<file path="src/hdl/spfd_pkg.sv">
package spfd_pkg;

  localparam int LINE_DEPTH_DEF  = 131072;
  localparam int SAMPLE_BITS_DEF = 24;

  localparam int DLY_W     = 17;
  localparam int GAIN_W    = 16;
  localparam int MIX_W     = 17;
  localparam int CFG_W     = 17;
  localparam int CFG_IDX_W = 3;

  localparam logic [GAIN_W-1:0] FB_MAX    = 16'd62259;
  localparam logic [MIX_W-1:0]  MIX_ONE   = 17'd65536;
  localparam logic [GAIN_W-1:0] DC_RESET  = 16'd65524;
  localparam logic [DLY_W-1:0]  DLY_RESET = 17'd1;

  localparam int OBUF_DEPTH = 4;
  localparam int OBUF_PTR_W = $clog2(OBUF_DEPTH);
  localparam int OBUF_CNT_W = $clog2(OBUF_DEPTH + 1);

  typedef enum logic [CFG_IDX_W-1:0] {
    CFG_DELAY    = 3'd0,
    CFG_FEEDBACK = 3'd1,
    CFG_PINGPONG = 3'd2,
    CFG_MIX      = 3'd3,
    CFG_DC       = 3'd4,
    CFG_STEREO   = 3'd5
  } cfg_reg_t;

  typedef struct packed {
    logic [OBUF_CNT_W-1:0] count;
    logic                  empty;
  } obuf_stat_t;

endpackage

</file>
<file path="src/hdl/spfd_obuf.sv">
module spfd_obuf import spfd_pkg::*; #(
  parameter int W = 2 * SAMPLE_BITS_DEF
) (
  input  logic         clk,
  input  logic         rst_n,
  input  logic         push,
  input  logic [W-1:0] push_data,
  input  logic         pop_ready,
  output logic         pop_valid,
  output logic [W-1:0] pop_data,
  output obuf_stat_t   stat
);

  logic [W-1:0]          mem [OBUF_DEPTH];
  logic [OBUF_PTR_W-1:0] wr_ptr_r, wr_ptr_nxt;
  logic [OBUF_PTR_W-1:0] rd_ptr_r, rd_ptr_nxt;
  logic [OBUF_CNT_W-1:0] count_r, count_nxt;
  logic                  pop;

  assign pop_valid = (count_r != '0);
  assign pop       = pop_valid && pop_ready;
  assign pop_data  = mem[rd_ptr_r];

  always_comb begin
    wr_ptr_nxt = push ? wr_ptr_r + OBUF_PTR_W'(1) : wr_ptr_r;
    rd_ptr_nxt = pop  ? rd_ptr_r + OBUF_PTR_W'(1) : rd_ptr_r;
    count_nxt  = count_r;
    if (push && !pop) begin
      count_nxt = count_r + OBUF_CNT_W'(1);
    end else if (pop && !push) begin
      count_nxt = count_r - OBUF_CNT_W'(1);
    end
  end

  always_ff @(posedge clk) begin
    if (!rst_n) begin
      wr_ptr_r <= '0;
      rd_ptr_r <= '0;
      count_r  <= '0;
    end else begin
      wr_ptr_r <= wr_ptr_nxt;
      rd_ptr_r <= rd_ptr_nxt;
      count_r  <= count_nxt;
    end
  end

  always_ff @(posedge clk) begin
    if (push) begin
      mem[wr_ptr_r] <= push_data;
    end
  end

  assign stat.count = count_r;
  assign stat.empty = !pop_valid;

endmodule

</file>
<file path="config.mk">
export PLATFORM = sky130hd
export DESIGN_NAME = spfd_obuf
export DESIGN_NICKNAME = d
export VERILOG_FILES = /design/src/hdl/spfd_pkg.sv /design/src/hdl/spfd_obuf.sv
export SDC_FILE = /design/constraint.sdc
export NUM_CORES = 1
export LEC_CHECK = 0
export ABC_AREA = 1
export BUFFER_PORTS_ARGS = -buffer_cell sky130_fd_sc_hd__buf_2
export CAP_MARGIN = 20
export CORE_MARGIN = 2
export CORE_UTILIZATION = 45
export DETAILED_ROUTE_END_ITERATION = 10
export HOLD_SLACK_MARGIN = 0.1
export PLACE_DENSITY = 0.71
export SYNTH_ARGS = -nofsm -noshare
export SYNTH_HDL_FRONTEND = slang
export SYNTH_SLANG_ARGS = --single-unit
</file>
<file path="constraint.sdc">
create_clock -name clk -period 2.7 [get_ports clk]
set_input_delay 0.54 -clock clk [delete_from_list [all_inputs] [get_ports clk]]
set_output_delay 0.54 -clock clk [all_outputs]
set_load 0.01 [all_outputs]
</file>
==> flow_results.org <==
** STA
- Derived from the worst setup path, the maximum achievable clock frequency is between 300 and 400 MHz.
- Total Negative Setup Slacks :: 0 ps
- Share of the clock period used by the worst path :: 94.94%
- Hold Vio Cnt, Final :: 0
- Worst hold slack after final layout :: between 200 and 300 ps
- Final-report max-slew violation count :: 0
- For the final database, setup skew stands at 6.904 ps.
- Setup repair after global routing left no endpoint under its margin.
- After layout, the minimum clock period comes to 2563 ps.
- Final setup violation count :: 0
- Max transition margin :: slightly above 60%
- Worst Max-Slew Pin Slew :: about 590 ps

** Cells and area
- Area used by multi-input combinational logic :: about 0.0014 mm²
- The layout has between 1000 and 1500 filler cells.
- Layout area overhead :: 17.59%
- Summing all flip-flop and latch instances after layout gives slightly below 0.006 mm².
- After the last flow step, the layout net total stands at between 600 and 700.
- Cells with a size suffix above 1 make up roughly a quarter of the layout.
- Once layout is done, the placed cells without fillers occupy between 0.008 and 0.009 mm².
- Once layout is complete, the cells apart from fillers number 872.

** Clock network
- Worst-skew pair later-pin latency :: approximately 480 ps
- Buffer depth of the longest clock path :: 3
- The number of gates resized after CTS was 0.
- TritonCTS clock tree :: done
- CTS built an H-tree with a depth of 1.
- Number of CTS-inserted buffers :: 20
- Clock-pin slew was measured on the worst setup and hold paths at 60 ps.
- Clock Root Buffer :: clkbuf_16
- Hold-fix buffer count after cts :: 0
- After clock tree synthesis, the setup repair step added 0 buffers.
- CTS sink count :: 201

** Global route
- Number of antenna violations at the first check in global routing :: 2
- The first global-routing pass estimated between 20 and 25 mm of wire.
- Pin count of the biggest net entering global routing :: between 90 and 100
- Global routing finished with a remaining overflow of 0.
- The via count of the first global-routing pass was 4765.
- Total routing resource utilization after global routing :: 17.28%

** Run
- The tool flagged a number of max-cap violations equal to 0.

** Worst setup path
- The critical path in this run is classified as flop to output port.
- Ordered list of cells on the worst path :: inv_6 -> buf_4 -> o21ai_0 -> o22ai_1 -> buf_2
- Worst Path Arrival :: around 2000 ps
- CP top delay family :: buffers and inverters
- STA classifies the critical path startpoint as a flop.
- The worst setup path is captured at an output port.
- Maximum single-stage delay on the critical path :: about 360 ps
- Worst R2R Setup Slack :: between 800 and 900 ps
- In this run the worst path has a maximum fanout of 63.
- Number of buffers and inverters on the critical path :: 3
- Required time at the endpoint of the critical path :: 2160 ps
- Highest-delay cell along the critical path :: dfxtp_4

** Place
- Total placed instance area :: roughly 0.0084 mm²
- Inst Count DP :: roughly 840
- The congestion estimate from routability-driven global placement came to between 0.7 and 0.8.
- Port Buffers :: between 100 and 150
- Final HPWL from detailed placement :: around 9 mm

** Synth
- The synthesized design devotes to its leading area cell type 75.48% of total area.
- Portion of the post-synthesis area used by sequential elements :: between 70% and 80%
- Ranked by instance count, the synthesized netlist is headed by edfxtp_1 (192), nor2_1 (92), o21ai_0 (90).
- The synthesized design spends more area on one cell type than any other, namely edfxtp_1.
- Dominant synthesized flop cell :: edfxtp_1
- After synthesis the cells add up to 0.007639 mm².
- During synthesis, Yosys emitted a total of 0 warnings.
- Yosys mapped a number of flops with a built-in enable equal to between 150 and 200.
- Share of synthesized registers carrying an async set or reset :: 0%
- Synthesis produced between 500 and 600 cells.
- Counting distinct cell types in the post-synthesis netlist gives 23.
- Number of register bits inferred by synthesis :: about 200
- Post-Syn Nets :: between 500 and 600
- Yosys attributes the largest share of cell area to edfxtp_1 (75%), o21ai_0 (5.9%), nor2_1 (4.5%).
- Most instantiated library cell after synthesis :: edfxtp_1
- Synth Area per Inst :: between 10 and 15 µm²

** Die
- I/O pin count :: 105
- Initial standard-cell utilization of the core :: around 46%
- The die covers 0.01803 mm².
- In this run the horizontal extent of the chip is between 100 and 150 µm.
- Number of rows created at floorplan :: 47
- Area of the core region :: around 0.017 mm²
- The die is 134.3 µm tall.

** Detailed routing
- The detailed router placed ~4700 vias in this run.
- Number of DRC violations after detailed routing :: 0
- After detailed routing, the number of vias per cell comes to approximately 5.4.
- Antenna-violating nets left :: 0
- First-pass detailed-route iteration total :: 5
- In the final routed layout, each cell accounts on average for between 15 and 20 µm.
- Number of design-rule violations left by the first detailed-router iteration :: 355
- Final wirelength :: 15.52 mm

** Run status
- Run status :: completed

** Pwr
- Worst ir drop on vdd :: between 0.5 and 0.6 mV
- Total power :: between 7 and 8 mW
- For this design the static power due to leakage is between 3 and 4 nW.
- Pwr dens :: just under 900 mW/mm²

** Worst hold path
- In this run the worst hold path is classified as input pin to flop.
## final cells by class
cell class,count,area share (%)
Antenna cell,2,0.05572
Clock inverter,4,0.4736
Timing Repair Buffer,118,7.522
Inverter,17,0.7661
Sequential cell,201,66.25
Clock buffer,31,6.380
Multi-Input combinational cell,279,15.49
Tap cell,220,3.064
## power by group
part	switching, mW	internal [mW]	total [mW]
registers	0.0649	3.59	3.65
clock network	1.05	1.55	2.60
logic	1.14	0.599	1.74
## registers in the layout, indices dropped and copies added, names as in the netlist, named ones only
signal	cells
wr_ptr_r	2
count_r	3
mem	192
rd_ptr_r	2
## placed cells by master (no fill, tap or decap), types with 7 or more instances in the layout
| cell type | netlist | final |
|---|---|---|
| edfxtp_1 | 192 | 192 |
| nor2_1 | 92 | 92 |
| clkbuf_16 | 0 | 21 |
| buf_4 | 3 | 10 |
| o21ai_1 | 9 | 9 |
| nand2_1 | 15 | 15 |
| clkbuf_1 | 4 | 9 |
| buf_2 | 8 | 104 |
| inv_1 | 15 | 11 |
| o21ai_0 | 90 | 90 |
| dfxtp_1 | 9 | 7 |
| nor2_2 | 10 | 10 |
| o22ai_1 | 48 | 48 |
## worst paths after layout
| check | start | to | cells past startpoint |
|---|---|---|---|
| max | flop | pop_data[10] | 5 |
| min | push_data[39] | mem[2][39]$_DFFE_PP_ | 1 |
| max reg2reg | count_r[1]$_SDFFE_PN0P_ | count_r[2]$_SDFFE_PN0P_ | 12 |
| min reg2reg | rd_ptr_r[1]$_SDFFE_PN0P_ | flop | 2 |
## per-layer routing
layer  global-route usage (%)  up-vias  wire length [µm]
met1                    22.40     2327              6469
met5                        0        -                 0
met4                    4.386        0               226
met2                    29.62      142              7680
li1                         -     2179                 -
met3                    3.968       26              1146
## through the flow
step                worst slack, ps  util, %
global route                  20.28    54.13
global placement              704.7    50.42
CTS                           116.1    54.13
floorplan                     770.3        -
finish                        136.6    54.16
detailed placement            639.0    50.42
## cell families after synthesis
family | synth area share [%]
buffers and inverters | 3.947
adder cells (fa/ha/maj) | 1.081
AO/OA/AOI/OAI | 10.75
flip-flops | 77.84
AND/OR/NAND/NOR | 6.273
XOR/XNOR | 0.1147
Note: power is estimated with default switching activity, not from simulation.
